`src/rtl/nge_pkg.sv`:
```
// ----------------------------------------------------------------------------
// nge_pkg
// shared constants and register codes for the noise gate with envelope hold
// ----------------------------------------------------------------------------
package nge_pkg;

	// default parameter values
	localparam int SAMPLE_BITS_DEF = 12;
	localparam int COEFF_BITS_DEF  = 16;

	// fixed field widths
	localparam int THRESH_BITS    = 12;
	localparam int CFG_DATA_BITS  = 16;
	localparam int CFG_INDEX_BITS = 2;
	localparam int ENV_BITS       = 16;
	localparam int HOLD_BITS      = 16;

	// gain levels in q1.15
	localparam logic [ENV_BITS-1:0] GAIN_ONE  = 16'h8000;
	localparam logic [ENV_BITS-1:0] GAIN_HALF = 16'h4000;

	localparam logic [HOLD_BITS-1:0] COUNT_MAX = 16'hFFFF;

	// register indexes
	localparam logic [CFG_INDEX_BITS-1:0] REG_THRESHOLD = 2'd0;
	localparam logic [CFG_INDEX_BITS-1:0] REG_ATTACK    = 2'd1;
	localparam logic [CFG_INDEX_BITS-1:0] REG_RELEASE   = 2'd2;
	localparam logic [CFG_INDEX_BITS-1:0] REG_HOLD      = 2'd3;

	// register reset values
	localparam logic [THRESH_BITS-1:0]   THRESH_RST  = 12'd64;
	localparam logic [CFG_DATA_BITS-1:0] ATTACK_RST  = 16'd62603;
	localparam logic [CFG_DATA_BITS-1:0] RELEASE_RST = 16'd65476;
	localparam logic [HOLD_BITS-1:0]     HOLD_RST    = 16'd480;

endpackage

```
`src/rtl/nge_if.sv`:
```
// ----------------------------------------------------------------------------
// nge_if
// valid/ready channels: sample items in, result items out, register writes
// ----------------------------------------------------------------------------
interface nge_in_if #(
	parameter int SAMPLE_BITS = nge_pkg::SAMPLE_BITS_DEF
);
	logic                   valid;
	logic                   ready;
	logic [SAMPLE_BITS-1:0] sample;
	logic                   chunk_end;

	modport source (output valid, sample, chunk_end, input ready);
	modport sink   (input valid, sample, chunk_end, output ready);
endinterface

interface nge_out_if;
	logic                           valid;
	logic                           ready;
	logic [nge_pkg::ENV_BITS-1:0]   envelope;
	logic                           gate_closed;
	logic                           gate_update;

	modport source (output valid, envelope, gate_closed, gate_update, input ready);
	modport sink   (input valid, envelope, gate_closed, gate_update, output ready);
endinterface

interface nge_cfg_if;
	logic                                 valid;
	logic                                 ready;
	logic [nge_pkg::CFG_INDEX_BITS-1:0]   index;
	logic [nge_pkg::CFG_DATA_BITS-1:0]    data;

	modport source (output valid, index, data, input ready);
	modport sink   (input valid, index, data, output ready);
endinterface

```
`src/rtl/nge_cfg_regs.sv`:
```
// ----------------------------------------------------------------------------
// nge_cfg_regs
// configuration register file, always ready for a write
// ----------------------------------------------------------------------------
module nge_cfg_regs #(
	parameter int COEFF_BITS = nge_pkg::COEFF_BITS_DEF
) (
	input  logic                               clk,
	input  logic                               arst_n,
	nge_cfg_if.sink                            cfg,
	output logic [nge_pkg::THRESH_BITS-1:0]    threshold,
	output logic [COEFF_BITS-1:0]              attack_coeff,
	output logic [COEFF_BITS-1:0]              release_coeff,
	output logic [nge_pkg::HOLD_BITS-1:0]      hold_samples
);

	logic wr;

	assign cfg.ready = 1'b1;
	assign wr = cfg.valid & cfg.ready;

	always_ff @(posedge clk or negedge arst_n) begin
		if (!arst_n) begin
			threshold     <= nge_pkg::THRESH_RST;
			attack_coeff  <= COEFF_BITS'(nge_pkg::ATTACK_RST);
			release_coeff <= COEFF_BITS'(nge_pkg::RELEASE_RST);
			hold_samples  <= nge_pkg::HOLD_RST;
		end else if (wr) begin
			case (cfg.index)
				nge_pkg::REG_THRESHOLD: threshold     <= cfg.data[nge_pkg::THRESH_BITS-1:0];
				nge_pkg::REG_ATTACK:    attack_coeff  <= COEFF_BITS'(cfg.data);
				nge_pkg::REG_RELEASE:   release_coeff <= COEFF_BITS'(cfg.data);
				nge_pkg::REG_HOLD:      hold_samples  <= cfg.data[nge_pkg::HOLD_BITS-1:0];
				default: ;
			endcase
		end
	end

endmodule

```
`src/rtl/nge_env_update.sv`:
```
// ----------------------------------------------------------------------------
// nge_env_update
// envelope and hold counter state with the combinational smoothing step
// ----------------------------------------------------------------------------
module nge_env_update #(
	parameter int SAMPLE_BITS = nge_pkg::SAMPLE_BITS_DEF,
	parameter int COEFF_BITS  = nge_pkg::COEFF_BITS_DEF
) (
	input  logic                               clk,
	input  logic                               arst_n,
	input  logic                               en,
	input  logic [SAMPLE_BITS-1:0]             sample,
	input  logic [nge_pkg::THRESH_BITS-1:0]    threshold,
	input  logic [COEFF_BITS-1:0]              attack_coeff,
	input  logic [COEFF_BITS-1:0]              release_coeff,
	input  logic [nge_pkg::HOLD_BITS-1:0]      hold_samples,
	output logic [nge_pkg::ENV_BITS-1:0]       env_next
);

	localparam int CMP_W = (SAMPLE_BITS > nge_pkg::THRESH_BITS) ? SAMPLE_BITS
	                                                              : nge_pkg::THRESH_BITS;
	localparam int ACC_W = COEFF_BITS + nge_pkg::ENV_BITS + 1;
	localparam int GAIN_SHIFT = nge_pkg::ENV_BITS - 1;
	localparam logic [SAMPLE_BITS-1:0] MID = SAMPLE_BITS'(1) << (SAMPLE_BITS - 1);
	localparam logic [COEFF_BITS:0]    ONE_C = (COEFF_BITS + 1)'(1) << COEFF_BITS;
	localparam logic [ACC_W-1:0]       ROUND = ACC_W'(1) << (COEFF_BITS - 1);

	logic [nge_pkg::ENV_BITS-1:0]  env_q;
	logic [nge_pkg::HOLD_BITS-1:0] hold_q;

	logic [SAMPLE_BITS-1:0]                   mag;
	logic                                     target_one;
	logic                                     rise;
	logic                                     decay;
	logic [COEFF_BITS-1:0]                    coeff;
	logic [COEFF_BITS:0]                      one_minus;
	logic [COEFF_BITS+nge_pkg::ENV_BITS-1:0]  prod;
	logic [ACC_W-1:0]                         acc;
	logic [nge_pkg::ENV_BITS:0]               smooth_raw;
	logic [nge_pkg::ENV_BITS-1:0]             smoothed;

	// distance from midpoint and gate target
	assign mag = sample[SAMPLE_BITS-1] ? (sample - MID) : (MID - sample);
	assign target_one = CMP_W'(mag) >= CMP_W'(threshold);

	// target above envelope only when target is one and envelope short of full scale
	assign rise  = target_one && (env_q < nge_pkg::GAIN_ONE);
	assign decay = !rise && (hold_q > hold_samples);

	// weighted mean of envelope and target, rounded half up
	assign coeff     = rise ? release_coeff : attack_coeff;
	assign one_minus = ONE_C - {1'b0, coeff};
	assign prod      = coeff * env_q;
	assign acc = ACC_W'(prod)
	           + (target_one ? (ACC_W'(one_minus) << GAIN_SHIFT) : '0)
	           + ROUND;
	assign smooth_raw = acc[ACC_W-1:COEFF_BITS];
	assign smoothed = (smooth_raw > {1'b0, nge_pkg::GAIN_ONE}) ? nge_pkg::GAIN_ONE
	                                                            : smooth_raw[nge_pkg::ENV_BITS-1:0];

	assign env_next = (rise || decay) ? smoothed : env_q;

	always_ff @(posedge clk or negedge arst_n) begin
		if (!arst_n) begin
			env_q  <= '0;
			hold_q <= '0;
		end else if (en) begin
			env_q <= env_next;
			if (rise) begin
				hold_q <= '0;
			end else if (!decay && (hold_q != nge_pkg::COUNT_MAX)) begin
				hold_q <= hold_q + 1'b1;
			end
		end
	end

	a_env_range: assert property (@(posedge clk) disable iff (!arst_n)
		env_q <= nge_pkg::GAIN_ONE)
		else $error("envelope above full scale");

	a_rise_clears: assert property (@(posedge clk) disable iff (!arst_n)
		en && rise |=> hold_q == '0)
		else $error("hold counter not cleared on rise");

	a_hold_count: assert property (@(posedge clk) disable iff (!arst_n)
		en && !rise && !decay && (hold_q != nge_pkg::COUNT_MAX)
		|=> hold_q == $past(hold_q) + 1'b1)
		else $error("hold counter did not advance");

endmodule

```
`src/rtl/noise_gate_envelope_hold.sv`:
```
// ----------------------------------------------------------------------------
// noise_gate_envelope_hold
// Noise gate with hold. Each sample item is an offset-binary converter
// sample; its distance from midpoint is compared to the threshold register
// to give a target gain of one or zero. The q1.15 envelope rises toward a
// target above it with release_coeff and clears the hold counter; otherwise
// the counter counts up and, once past hold_samples, the envelope moves
// toward the target with attack_coeff. Every sample gives one result item
// with the envelope, gate_closed (envelope below one half) and gate_update
// (a copy of chunk_end). Throughput is one item per clock while results are
// taken; the envelope recurrence is one multiply-add. Samples pass the input
// register, then the result register, which lets a new sample enter while
// the previous result waits. The user must write registers only while the
// block is idle, not enforced by the block; the write port is always ready.
// ----------------------------------------------------------------------------
module noise_gate_envelope_hold #(
	parameter int SAMPLE_BITS = nge_pkg::SAMPLE_BITS_DEF,
	parameter int COEFF_BITS  = nge_pkg::COEFF_BITS_DEF
) (
	input  logic       clk,
	input  logic       arst_n,
	nge_in_if.sink     samples,
	nge_out_if.source  results,
	nge_cfg_if.sink    cfg
);

	// configuration
	logic [nge_pkg::THRESH_BITS-1:0] threshold;
	logic [COEFF_BITS-1:0]           attack_coeff;
	logic [COEFF_BITS-1:0]           release_coeff;
	logic [nge_pkg::HOLD_BITS-1:0]   hold_samples;

	// input register
	logic                   valid_s1;
	logic [SAMPLE_BITS-1:0] sample_s1;
	logic                   chunk_end_s1;

	// result register
	logic                         out_valid_q;
	logic [nge_pkg::ENV_BITS-1:0] envelope_q;
	logic                         gate_closed_q;
	logic                         gate_update_q;

	logic                         accept;
	logic                         adv;
	logic [nge_pkg::ENV_BITS-1:0] env_next;

	nge_cfg_regs #(
		.COEFF_BITS(COEFF_BITS)
	) u_cfg (
		.clk          (clk),
		.arst_n       (arst_n),
		.cfg          (cfg),
		.threshold    (threshold),
		.attack_coeff (attack_coeff),
		.release_coeff(release_coeff),
		.hold_samples (hold_samples)
	);

	// the input stage moves on whenever the result register is empty or being drained
	assign adv           = valid_s1 && (!out_valid_q || results.ready);
	assign samples.ready = !valid_s1 || !out_valid_q || results.ready;
	assign accept        = samples.valid && samples.ready;

	always_ff @(posedge clk or negedge arst_n) begin
		if (!arst_n) begin
			valid_s1 <= 1'b0;
		end else if (accept) begin
			valid_s1 <= 1'b1;
		end else if (adv) begin
			valid_s1 <= 1'b0;
		end
	end

	always_ff @(posedge clk) begin
		if (accept) begin
			sample_s1    <= samples.sample;
			chunk_end_s1 <= samples.chunk_end;
		end
	end

	// state update happens as the item leaves the input register
	nge_env_update #(
		.SAMPLE_BITS(SAMPLE_BITS),
		.COEFF_BITS (COEFF_BITS)
	) u_env (
		.clk          (clk),
		.arst_n       (arst_n),
		.en           (adv),
		.sample       (sample_s1),
		.threshold    (threshold),
		.attack_coeff (attack_coeff),
		.release_coeff(release_coeff),
		.hold_samples (hold_samples),
		.env_next     (env_next)
	);

	always_ff @(posedge clk or negedge arst_n) begin
		if (!arst_n) begin
			out_valid_q <= 1'b0;
		end else if (adv) begin
			out_valid_q <= 1'b1;
		end else if (results.ready) begin
			out_valid_q <= 1'b0;
		end
	end

	always_ff @(posedge clk) begin
		if (adv) begin
			envelope_q    <= env_next;
			gate_closed_q <= env_next < nge_pkg::GAIN_HALF;
			gate_update_q <= chunk_end_s1;
		end
	end

	assign results.valid       = out_valid_q;
	assign results.envelope    = envelope_q;
	assign results.gate_closed = gate_closed_q;
	assign results.gate_update = gate_update_q;

	a_gate_flag: assert property (@(posedge clk) disable iff (!arst_n)
		out_valid_q |-> gate_closed_q == (envelope_q < nge_pkg::GAIN_HALF))
		else $error("gate_closed disagrees with envelope");

	a_s1_holds: assert property (@(posedge clk) disable iff (!arst_n)
		valid_s1 && !adv |=> valid_s1 && $stable(sample_s1) && $stable(chunk_end_s1))
		else $error("stalled input stage lost its item");

	a_adv_fills: assert property (@(posedge clk) disable iff (!arst_n)
		adv |=> out_valid_q)
		else $error("result register not filled");

endmodule
```
`src/flat_wrapper.sv`:
```
// flat-port wrapper written by rule: the top's interface ports become plain ports
module noise_gate_envelope_hold_flat 
#(
	parameter int SAMPLE_BITS = nge_pkg::SAMPLE_BITS_DEF,
	parameter int COEFF_BITS  = nge_pkg::COEFF_BITS_DEF
)
  (clk, arst_n, samples_valid, samples_sample, samples_chunk_end, samples_ready, results_valid, results_envelope, results_gate_closed, results_gate_update, results_ready, cfg_valid, cfg_index, cfg_data, cfg_ready);
  nge_in_if #(.SAMPLE_BITS(SAMPLE_BITS)) samples_i ();
  nge_out_if results_i ();
  nge_cfg_if cfg_i ();
  input  logic clk;
  input  logic arst_n;
  input wire logic [$bits(samples_i.valid)-1:0] samples_valid;
  input wire logic [$bits(samples_i.sample)-1:0] samples_sample;
  input wire logic [$bits(samples_i.chunk_end)-1:0] samples_chunk_end;
  output wire logic [$bits(samples_i.ready)-1:0] samples_ready;
  output wire logic [$bits(results_i.valid)-1:0] results_valid;
  output wire logic [$bits(results_i.envelope)-1:0] results_envelope;
  output wire logic [$bits(results_i.gate_closed)-1:0] results_gate_closed;
  output wire logic [$bits(results_i.gate_update)-1:0] results_gate_update;
  input wire logic [$bits(results_i.ready)-1:0] results_ready;
  input wire logic [$bits(cfg_i.valid)-1:0] cfg_valid;
  input wire logic [$bits(cfg_i.index)-1:0] cfg_index;
  input wire logic [$bits(cfg_i.data)-1:0] cfg_data;
  output wire logic [$bits(cfg_i.ready)-1:0] cfg_ready;
  assign samples_i.valid = samples_valid;
  assign samples_i.sample = samples_sample;
  assign samples_i.chunk_end = samples_chunk_end;
  assign samples_ready = samples_i.ready;
  assign results_valid = results_i.valid;
  assign results_envelope = results_i.envelope;
  assign results_gate_closed = results_i.gate_closed;
  assign results_gate_update = results_i.gate_update;
  assign results_i.ready = results_ready;
  assign cfg_i.valid = cfg_valid;
  assign cfg_i.index = cfg_index;
  assign cfg_i.data = cfg_data;
  assign cfg_ready = cfg_i.ready;
  noise_gate_envelope_hold #(.SAMPLE_BITS(SAMPLE_BITS), .COEFF_BITS(COEFF_BITS)) u_core (.clk(clk), .arst_n(arst_n), .samples(samples_i), .results(results_i), .cfg(cfg_i));
endmodule
```
`config.mk`:
```
export PLATFORM = sky130hd
export DESIGN_NAME = noise_gate_envelope_hold_flat
export DESIGN_NICKNAME = d
export VERILOG_FILES = /design/src/rtl/nge_pkg.sv /design/src/rtl/nge_if.sv /design/src/rtl/nge_cfg_regs.sv /design/src/rtl/nge_env_update.sv /design/src/rtl/noise_gate_envelope_hold.sv /design/src/flat_wrapper.sv
export SDC_FILE = /design/constraint.sdc
export NUM_CORES = 1
export LEC_CHECK = 0
export BUFFER_PORTS_ARGS = -buffer_cell sky130_fd_sc_hd__buf_2
export CAP_MARGIN = 20
export CORE_MARGIN = 2
export CORE_UTILIZATION = 60
export CTS_CLUSTER_SIZE = 25
export DETAILED_ROUTE_END_ITERATION = 8
export PLACE_DENSITY_LB_ADDON = 0.05
export SETUP_SLACK_MARGIN = 0.2
export SLEW_MARGIN = 15
export SYNTH_ARGS = -nofsm -noshare
export SYNTH_HDL_FRONTEND = slang
export SYNTH_SLANG_ARGS = --single-unit
```
`constraint.sdc`:
```
create_clock -name clk -period 12.4 [get_ports clk]
set_clock_uncertainty 0.15 [all_clocks]
set_input_delay 1.24 -clock clk [delete_from_list [all_inputs] [get_ports clk]]
set_output_delay 1.24 -clock clk [all_outputs]
set_load 0.1 [all_outputs]
```
# Word-level counts from Yosys, hierarchy flattened
# Cells that the tools add are included.
# W data, S select, Z words.
[totals]
reg_bits = 125
input_bits = 36
[classes]
add_sub_neg = 6
n_mul = 1
magnitude_cmp = 5
eq_ne = 4
muxes = 11
n_reduce_logical = 22
[ops]
columns = ["operator", "n"]
rows = [
  ["$mux W16", 5],
  ["$add A32 B32 Y33", 1],
  ["$add A33 B16 Y33 const B", 1],
  ["$mul A16 B16 Y32", 1],
  ["$mux W32", 1],
  ["$gt A17 B16 Y1 const B", 1],
  ["$sub A17 B16 Y17 const A", 1],
  ["$add A16 B1 Y16 const B", 1],
  ["$gt A16 B16 Y1", 1],
  ["$lt A16 B15 Y1 const B", 1],
  ["$lt A16 B16 Y1 const B", 1],
  ["$ne A16 B16 Y1 const B", 1],
  ["$ge A12 B12 Y1", 1],
  ["$mux W12", 1],
  ["$sub A12 B12 Y12 const A", 1],
  ["$sub A12 B12 Y12 const B", 1],
  ["$reduce_and A2 Y1", 5],
  ["$reduce_bool A2 Y1", 3],
  ["$logic_and A1 B1 Y1", 5],
  ["$eq A2 B2 Y1 const B", 2],
  ["$logic_not A1 Y1", 4],
  ["$logic_or A1 B1 Y1", 4],
  ["$mux W1", 4],
  ["$eq A2 B1 Y1 const B", 1],
  ["$logic_not A2 Y1", 1],
]

# Longest topological paths before layout
# Gate-level depths: netlist of the first run.
[logic_depth]
word_depth = 13
depth_mapped = 41

# Cells and area by module
# Synthesis of the first run repeated with hierarchy kept, for this count alone.
[hier_totals]
hier_cells = 1731
area_unflattened_um2 = 16465.8
[by_module_without_submodules]
columns = ["module", "n_inst", "cells_per_inst", "area_each_um2"]
rows = [
  ["nge_env_update", 1, 1561, 13135.1],
  ["nge_cfg_regs", 1, 130, 2292.2],
  ["noise_gate_envelope_hold", 1, 40, 1038.5],
]

# Worst setup path after synthesis of the first run
# No wires, ideal clock.
[synth_timing]
path_kind = "register to register"
startpoint = "register u_core.sample_s1[0]"
endpoint = "register u_core.envelope_q, in the netlist u_core.results.envelope[10], data pin"
setup_time_ps = 256
t_arrival_ps = 8919
setup_slack_ps = 3075
path_stages_with_launch = 40
period_less_slack_ps = 9325
path_cell_list = "edfxtp_1 -> inv_1 -> ha_1 -> nor2b_1 -> nand2_1 -> nor3_1 -> nor2_1 -> xor2_1 -> ha_1 -> and3_4 -> a221oi_2 -> o22ai_1 -> a21o_1 -> buf_6 -> clkbuf_1 -> mux2_2 -> clkbuf_1 -> clkbuf_1 -> (+4 left out) -> fa_1 -> fa_1 -> fa_1 -> inv_1 -> fa_1 -> inv_1 -> ha_1 -> and3_1 -> nand2_1 -> a211oi_1 -> o21ai_0 -> o21ai_0 -> a21oi_1 -> o21ai_0 -> mux2i_1 -> nor2_1 -> clkbuf_1 -> a22o_1"
[synth_between]
elab_chain_cells = 12
word_cells_on_any_way = 17
classes_between = "add/sub (5); mul (1); order compare (2); mux (5); reduce/logical (4)"
[synth_lines]
columns = ["element", "line", "rtl"]
rows = [
  ["from (decl)", "noise_gate_envelope_hold.sv:35", "logic [SAMPLE_BITS-1:0] sample_s1;"],
  ["from (signal assigned)", "noise_gate_envelope_hold.sv:77", "sample_s1 <= samples.sample;"],
  ["$sub A12 B12 Y12", "nge_env_update.sv:43", "assign mag = sample[SAMPLE_BITS-1] ? (sample - MID) : (MID - sample);"],
  ["$mux W12 *", "nge_env_update.sv:43", ""],
  ["$ge A12 B12 Y1 *", "nge_env_update.sv:44", "assign target_one = CMP_W'(mag) >= CMP_W'(threshold);"],
  ["branches (longest 8 deep; another with $add A32 B32 Y33)", "--", ""],
  ["$mux W16 *", "nge_env_update.sv:61", "assign env_next = (rise || decay) ? smoothed : env_q;"],
  ["via u_core.env_next, one bit", "noise_gate_envelope_hold.sv:46", "logic [nge_pkg::ENV_BITS-1:0] env_next;"],
  ["to (signal assigned)", "noise_gate_envelope_hold.sv:110", "envelope_q <= env_next;"],
  ["to (decl)", "noise_gate_envelope_hold.sv:40", "logic [nge_pkg::ENV_BITS-1:0] envelope_q;"],
]
# Mark *: on every way through the listed nets, which the timed path passes.
# A chain may end at the register's enable or synchronous reset.

# Worst setup path after layout of the first run
[layout_timing]
startpoint = "register u_core.sample_s1[0]"
endpoint = "register u_core.gate_closed_q (netlist: u_core.results.gate_closed), data pin"
[layout_between]
elab_chain_cells = 13
word_cells_on_any_way = 18
classes_between = "add/sub (5); mul (1); order compare (3); mux (5); reduce/logical (4)"
[layout_lines]
columns = ["element", "line", "rtl"]
rows = [
  ["$sub A12 B12 Y12", "nge_env_update.sv:43", ""],
  ["$mux W12 *", "nge_env_update.sv:43", ""],
  ["$ge A12 B12 Y1 *", "nge_env_update.sv:44", ""],
  ["branches (longest 8 deep; another with $add A32 B32 Y33)", "--", ""],
  ["$mux W16 *", "nge_env_update.sv:61", ""],
  ["$lt A16 B15 Y1 *", "noise_gate_envelope_hold.sv:111", "gate_closed_q <= env_next < nge_pkg::GAIN_HALF;"],
  ["to (signal assigned)", "noise_gate_envelope_hold.sv:111", ""],
  ["to (decl)", "noise_gate_envelope_hold.sv:41", "logic gate_closed_q;"],
]
# Every way passes the cells marked *.

==> results.yml, run 1 <==
outcome:
  outcome: "finished clean"
clock_tree:
  clk_pin_slew_ns: 0.07
  cts_buffers: 17
  cts_resized: 0
  clock_sinks: 125
  clock_path_buffers: 2
  htreeDepth: 4
  cts_tree: "done"
  post_cts_buffers: 0
  cts-root-buf: "clkbuf_16"
  clk_latency_ns: 0.43
  postCtsHoldBufs: 0
critical_path:
  slowest_stage: "a211oi_1"
  endpoint_kind: "flip-flop"
  arrival_ns: 10.31
  crit_fanout: 15
  cp.required_ns: 12.40
  crit_top_cell: "fa_1"
  worstSetupPathType: "flip-flop to flip-flop"
  slowest_delay_ns: 0.76
  critPathBufInv: 6
  critical-path-top-delay-family: "adder cells"
  start_kind: "flip-flop"
sta:
  tightest_slew_ns: 1.08
  hold_violations: 0
  fin_crit_ns: 10.31
  period_share_pct: 83.1
  maxSlewHeadroom_pct: 27.7
  maxSlewViolCount: 0
  max_freq_mhz: 97.0
  setup_violations: 0
  holdWs_ns: 0.278
  rsz0062_at_grt: "no"
  setup_tns_ns: 0
yosys:
  netlist.top_cell.by_area: "fa_1"
  yosysMostFrequentCell: "inv_1"
  ys_seq_area_share_pct: 21.2
  ys_types: 64
  ys_seq_elements: 125
  netlist_top_cells_area: "fa_1 27%, ha_1 11%, dfrtp_1 11%, inv_1 7.5%, and2_1 6.2%"
  synth_edf_count: 31
  ys.warnings.count: 0
  synth_common_cells: "311 x inv_1, 210 x fa_1, 165 x nand2_1, 154 x and2_1, 142 x ha_1"
  yosysTopAreaCellShare_pct: 26.9
  syn-cell-area_um2: 15600
  synthFlopType: "dfrtp_1"
  synthArstFlopShare_pct: 75.2
  syn_avg_cell_area_um2: 9.57
  synth_fp_nets: 2023
  synthCells: 1635
grt:
  grt_usage_pct: 29.8
  grt_max_degree: 65
  overflow: 0
  grt_pass1_vias: 11600
  antenna_found_initial: 0
  grt_pass1_wl_mm: 61.4
finish:
  n_antenna_cell: 0
  final_nets: 2046
  synthToLayoutAreaGrowth_pct: 7.13
  drive_above_1_share_pct: 11.9
  stdcell_count: 2006
drt:
  vias_per_cell: 5.70
  drt-wirelength-per-cell_um: 19.2
  ant_nets: 0
  vias: 11400
  dr.first_iter.drc_count: 758
  post-route-drc-count: 0
  drt_first_pass_iters: 7
  drt-total-wl_mm: 38.5
floorplanning:
  core_um2: 25800
  die_area_um2: 27400
  ioPinCount: 57
  start_util_pct: 60.6
  row_count: 59
  die_h_um: 165
  die-width_um: 165
placement:
  port_buffers: 55
  post-dp-hpwl_mm: 30.7
  place_inst: 1974
  gp_congestion: 0.913
job:
  cap_violations: 0
hold_path:
  hold_class: "flip-flop to flip-flop"
==> worst paths after layout <==
path | endpoint | cells after the start | startpoint | slack [ns]
worst max-delay path | u_core.results.gate_closed | 36 | u_core.sample_s1[0] | 2.09
worst min-delay path | u_core.results.gate_update | 0 | u_core.chunk_end_s1 | 0.28
worst max register to register | u_core.results.gate_closed | 36 | u_core.sample_s1[0] | 2.09
worst min register to register | u_core.results.gate_update | 0 | u_core.chunk_end_s1 | 0.28
max in group asynchronous | u_core.u_cfg.hold_samples[2] | 2 | arst_n | 10.32
min in group asynchronous | u_core.results.valid | 1 | arst_n | 0.60
==> placed cells by master, fill, tap and decap left out, types with 9 or more instances in the layout <==
cell / netlist / layout
nor3_1: 13 / 13
a22o_1: 28 / 28
fa_1: 210 / 210
and2_1: 154 / 154
edfxtp_1: 31 / 31
o21ai_0: 34 / 34
clkbuf_16: 0 / 17
and3_1: 14 / 14
inv_6: 0 / 10
o21bai_1: 9 / 9
buf_2: 1 / 54
mux2_2: 63 / 63
xnor2_1: 19 / 19
xor2_1: 26 / 26
a21oi_1: 52 / 51
dfstp_2: 25 / 25
a21o_1: 22 / 22
ha_1: 142 / 142
dfrtp_1: 69 / 69
nand4_1: 18 / 18
nand3_1: 18 / 18
nor2_1: 51 / 51
inv_1: 311 / 311
buf_4: 1 / 12
nand2_1: 165 / 165
==> per-layer routing <==
metal  track usage, %  wire (µm)  vias to the layer above  part of all wire, %
li1                 -          -                     5258                    -
met1             39.1      16100                     5796                   42
met2             51.1      19400                      318                   50
met3             3.77       1760                       57                  4.6
met4             10.7       1200                        0                  3.1
met5                0          0                        -                    0
==> state kept, by name, summed over array words and instances, names as in the netlist, 12 cells and up <==
register / cells
u_core.u_env.hold_q: 16
u_core.results.envelope: 16
u_core.u_cfg.hold_samples: 16
u_core.u_env.env_q: 16
u_core.sample_s1: 12
u_core.u_cfg.release_coeff: 16
u_core.u_cfg.threshold: 12
u_core.u_cfg.attack_coeff: 16
==> final cells by class <==
type / instances / area, µm²
clock inverter: 14 / 144
clock buffer: 18 / 429
fill: 2171 / 9070
tap: 335 / 419
timing repair buffer: 66 / 360
inverter: 311 / 1170
sequential: 125 / 3310
multi-input combinational: 1137 / 10900
==> stage by stage <==
step,setup slack [ns],area (µm²),utilization [%]
after detailed placement,2.13,16200,62.7
after global routing,1.44,16800,64.9
final,2.09,16800,64.9
after global placement,2.19,16200,62.7
after floorplan,3.07,15600,-
after CTS,2.11,16800,64.9
==> cells by family after synthesis <==
kind of cell	synth area share [%]
muxes	5.27
xor gates and xnor gates	2.52
other	0.0240
AOI/OAI and AO/OA	8.07
adders and majority gates	38.2
buffers and inverters	9.03
DFF	21.2
and+or+nand+nor	15.7
Power of run 1 is left out: the tool's default activity adds up to more than one toggle a clock period on the data nets, which glitch-free logic cannot reach.
==> run 2, diff against run 1 <==
Settings changed: CORE_UTILIZATION 60 to 59.
Clock period 12.4 ns to 8.7 ns, I/O delays scaled along.
==> run 2 against run 1 <==
Compared with the run above: the run now ends with negative setup slack left; sequential cell count did not move; routed wire length rose by 12%; worst setup slack got worse by 2.6 ns; sequential share of layout area fell by 2.2 points; highest routed layer unchanged.
==> results.yml, run 2 (synthesis results as in run 1) <==
grt:
  grt_pass1_vias: 12900
  grt_max_degree: 66
  antenna_found_initial: 0
  grt_pass1_wl_mm: 67.9
  overflow: 0
  grt_usage_pct: 31.5
sta:
  maxSlewHeadroom_pct: 31.0
  setup_violations: 33
  fin_crit_ns: 9.20
  rsz0062_at_grt: "yes"
  period_share_pct: 106
  tightest_slew_ns: 1.03
  hold_violations: 0
  setup_ws_ns: -0.500
  max_freq_mhz: 109
  maxSlewViolCount: 0
drt:
  drt_first_pass_iters: 7
  drt-wirelength-per-cell_um: 19.8
  ant_nets: 0
  post-route-drc-count: 0
  drt-total-wl_mm: 43.3
  vias: 12400
  vias_per_cell: 5.66
  dr.first_iter.drc_count: 792
finish:
  final_cell_mix: "293 x inv_1, 196 x fa_1, 169 x buf_4"
  fin_util_pct: 72.6
  n_antenna_cell: 0
  final_nets: 2225
  synthToLayoutAreaGrowth_pct: 20.8
  drive_above_1_share_pct: 26.7
  final_common_cell: "inv_1"
  fill_cells: 1937
critical_path:
  cp.required_ns: 8.74
  crit_path_end: "u_core.results.envelope[14]"
  slowest_stage: "fa_2"
  crit_fanout: 6
  crit_start: "u_core.sample_s1[1]"
  endpoint_kind: "flip-flop"
  rrSetupSlack_ns: -0.50
  start_kind: "flip-flop"
  slowest_delay_ns: 0.54
  r2r_end: "u_core.results.envelope[14]"
  worstSetupPathType: "flip-flop to flip-flop"
  r2r_cells: 38
  arrival_ns: 9.23
  rr_startpoint: "u_core.sample_s1[1]"
outcome:
  outcome: "complete, but fails checks"
  failed_checks: "negative setup slack"
placement:
  post-dp-hpwl_mm: 33.6
  port_buffers: 55
  gp_congestion: 0.935
floorplanning:
  die-width_um: 167
  core_um2: 26100
  die_area_um2: 27800
  start_util_pct: 60.1
  row_count: 59
  die_h_um: 167
  ioPinCount: 57
clock_tree:
  clock_path_buffers: 2
  cts-root-buf: "clkbuf_16"
  clk_pin_slew_ns: 0.07
  cts_tree: "done"
  clk_latency_ns: 0.44
  postCtsHoldBufs: 0
  cts_buffers: 17
  clock_sinks: 125
  htreeDepth: 4
job:
  cap_violations: 0
hold_path:
  hold_class: "input pin to async pin"
[run 2: changes by cell type in the layout (fill, tap and decap cells not counted), sizes merged]
cell and delta:
clkinv +2, nor2 +1, buf +176, clkinvlp +1, inv -2, mux2 +1
[run 2: cell type report]
| cell class | count | area, µm² | area share [%] |
|---|---|---|---|
| inverter | 311 | 1170 | 6.17 |
| tap | 335 | 419 | 2.22 |
| multi-input combinational | 1139 | 11600 | 61.2 |
| clock buffer | 17 | 425 | 2.25 |
| clock inverter | 15 | 191 | 1.01 |
| sequential | 125 | 3310 | 17.5 |
| timing repair buffer | 243 | 1820 | 9.64 |
[run 2: worst min-delay path by stage]
stage	from	end
2_1_floorplan	u_core.chunk_end_s1	u_core.results.gate_update
3_3_place_gp	u_core.chunk_end_s1	u_core.results.gate_update
3_5_place_dp	u_core.chunk_end_s1	u_core.results.gate_update
4_1_cts	arst_n	u_core.results.valid
5_1_grt	arst_n	u_core.results.valid
6_report	arst_n	u_core.results.valid
[run 2: routing by layer]
| layer | global-route usage, % | wire length, µm |
|---|---|---|
| met5 | 0 | 0 |
| met4 | 11.4 | 1600 |
| met3 | 3.40 | 2240 |
| met2 | 54.2 | 21700 |
| met1 | 41.6 | 17700 |
[run 2: stage by stage]
stage / setup TNS, ns / hold WS, ns / instances / area, µm² / setup slack [ns]
after floorplan: 0 / 0.250 / 1635 / 16000 / 0.0109
after global placement: -14.43 / 0.259 / 2120 / 17500 / -0.849
after detailed placement: -19.27 / 0.276 / 2120 / 17500 / -0.912
after CTS: -5.80 / 0.238 / 2167 / 18500 / -0.333
after global routing: -21.49 / 0.252 / 2185 / 18900 / -0.748
final: -10.82 / 0.235 / 2185 / 18900 / -0.500
[run 2: critical path: cells and delay by family (launching register included)]
| kind | cells | cell delay [ns] |
|---|---|---|
| AO/OA/AOI/OAI | 10 | 2.11 |
| XOR/XNOR | 2 | 0.25 |
| adder cells (fa/ha/maj) | 9 | 3.69 |
| buffers and inverters | 9 | 0.87 |
| flip-flops | 1 | 0.42 |
| multiplexers | 1 | 0.33 |
| AND/OR/NAND/NOR | 7 | 1.15 |
[run 2: repair_timing]
item | 4_1_cts | 5_1_grt
setup endpoints to repair | 33 | 33
pin swaps | 39 | 79
buffers inserted | 14 | 16
hold endpoints to repair | 0 | 0
cloned | 1 | 2
resized for setup | 50 | 63
Power of run 2 is left out for the same reason.
==> run 3, diff against run 2 <==
Settings changed: GPL_ROUTABILITY_DRIVEN set to 0, SETUP_SLACK_MARGIN 0.2 to unset, TNS_END_PERCENT set to 20.
==> run 3 against run 2 <==
Compared with the run above: the run still ends with negative setup slack left; non-clock buffer count rose by 14; via count rose by 0.56%; sequential share of layout area barely moved; sequential cell count did not move; register-to-register slack improved by 0.20 ns; clock-buffer cell count did not move; cell count rose by 0.59%; die area did not move; critical path type unchanged; routed wire length fell by 2.2%; global-route usage fell by 0.43 points; utilization fell by 0.18 points; critical path depth fell by 2.
==> results.yml, run 3 (synthesis results as in run 1) <==
sta:
  period_share_pct: 103
  holdWs_ns: 0.152
  maxSlewViolCount: 0
  max_freq_mhz: 111
  hold_violations: 0
  setup_ws_ns: -0.298
  tightest_slew_ns: 1.06
  maxSlewHeadroom_pct: 29.1
  fin_crit_ns: 9.00
  rsz0062_at_grt: "yes"
  setup_violations: 32
critical_path:
  r2r_end: "u_core.results.envelope[11]"
  slowest_delay_ns: 0.53
  r2r_cells: 36
  worstSetupPathType: "flip-flop to flip-flop"
  cp.required_ns: 8.73
  endpoint_kind: "flip-flop"
  arrival_ns: 9.03
  rrSetupSlack_ns: -0.30
  critical-path-top-delay-family: "adder cells"
  rr_startpoint: "u_core.sample_s1[3]"
  cp.depth: 36
  critPathBufInv: 8
  crit_fanout: 5
  slowest_stage: "fa_2"
  start_kind: "flip-flop"
finish:
  synthToLayoutAreaGrowth_pct: 20.5
  fill_cells: 1963
  stdcell_count: 2198
  final_common_cell: "inv_1"
  final_cell_mix: "292 x inv_1, 202 x fa_1, 181 x buf_4"
  n_antenna_cell: 0
  final_nets: 2238
  fin_util_pct: 72.4
  drive_above_1_share_pct: 26.6
outcome:
  failed_checks: "negative setup slack"
  outcome: "complete, but fails checks"
drt:
  drt_first_pass_iters: 5
  post-route-drc-count: 0
  drt-total-wl_mm: 42.3
  vias_per_cell: 5.65
  dr.first_iter.drc_count: 900
  vias: 12400
  ant_nets: 0
  drt-wirelength-per-cell_um: 19.3
floorplanning:
  ioPinCount: 57
  die_h_um: 167
  die-width_um: 167
  core_um2: 26100
  die_area_um2: 27800
  row_count: 59
  start_util_pct: 60.1
clock_tree:
  clock_sinks: 125
  clk_latency_ns: 0.43
  cts-root-buf: "clkbuf_16"
  cts_tree: "done"
  cts_buffers: 17
  clock_path_buffers: 2
  postCtsHoldBufs: 0
  htreeDepth: 4
  clk_pin_slew_ns: 0.07
placement:
  place_inst: 2141
  port_buffers: 55
  post-dp-hpwl_mm: 32.9
grt:
  overflow: 0
  antenna_found_initial: 1
  grt_pass1_vias: 12700
  grt_pass1_wl_mm: 67.4
  grt_usage_pct: 31.1
  grt_max_degree: 77
job:
  cap_violations: 0
hold_path:
  hold_class: "input pin to async pin"
[run 3: changes by cell type in the layout (fill, tap and decap cells not counted), moves of 4 or more]
cell / change
mux2_2: -4
buf_4: +12
mux2_4: +4
fa_2: -6
buf_6: +4
fa_1: +6
and2_4: +8
nor2_2: -4
and2_1: -8
[run 3: timing repair]
item,in CTS,in global routing
cloned,2,0
resized for setup,61,52
buffers inserted,15,8
endpoints found under the setup margin,33,33
pin swaps,46,28
[run 3: worst max path at each step]
stage / from / to / slack, ns
5_1_grt: u_core.sample_s1[0] / u_core.results.envelope[1] / -0.64
3_3_place_gp: u_core.sample_s1[0] / u_core.results.envelope[14] / -0.58
3_5_place_dp: u_core.sample_s1[0] / u_core.u_env.env_q[9] / -0.72
2_1_floorplan: u_core.sample_s1[0] / u_core.results.envelope[5] / 0.001
6_report: u_core.sample_s1[3] / u_core.results.envelope[11] / -0.30
4_1_cts: u_core.sample_s1[1] / u_core.results.gate_closed / -0.20
[run 3: per-stage QoR]
step                setup TNS (ns)  area [µm²]  worst slack, ns
finish                       -6.19       18900           -0.298
CTS                          -3.75       18600           -0.200
global route                -17.71       18900           -0.637
global placement            -12.36       17700           -0.580
detailed placement          -17.99       17700           -0.717
floorplan                        0       16000         0.000953
[run 3: cell type report]
| cell class | count | area, µm² | area share [%] |
|---|---|---|---|
| timing repair buffer | 257 | 1910 | 10.1 |
| inverter | 311 | 1170 | 6.19 |
| clock inverter | 15 | 168 | 0.889 |
| tap | 335 | 419 | 2.22 |
| multi-input combinational | 1138 | 11500 | 60.8 |
| sequential | 125 | 3310 | 17.6 |
| clock buffer | 17 | 425 | 2.26 |
[run 3: worst register-to-register path: cells and delay by family (launching register included)]
family                     cells  cell delay (ns)
DFF                            1             0.40
adders and majority gates      8             3.48
AOI/OAI and AO/OA             10             1.96
and+or+nand+nor                7             1.29
buffers and inverters          8             0.78
muxes                          1             0.35
xor gates and xnor gates       2             0.33
[run 3: metal layers]
metal	wire (µm)	vias up	global-route usage (%)
li1	-	5633	-
met1	17400	6288	40.9
met2	21300	411	53.3
met3	2230	94	3.85
met4	1320	2	11.0
met5	13	-	0
Power of run 3 is left out for the same reason.
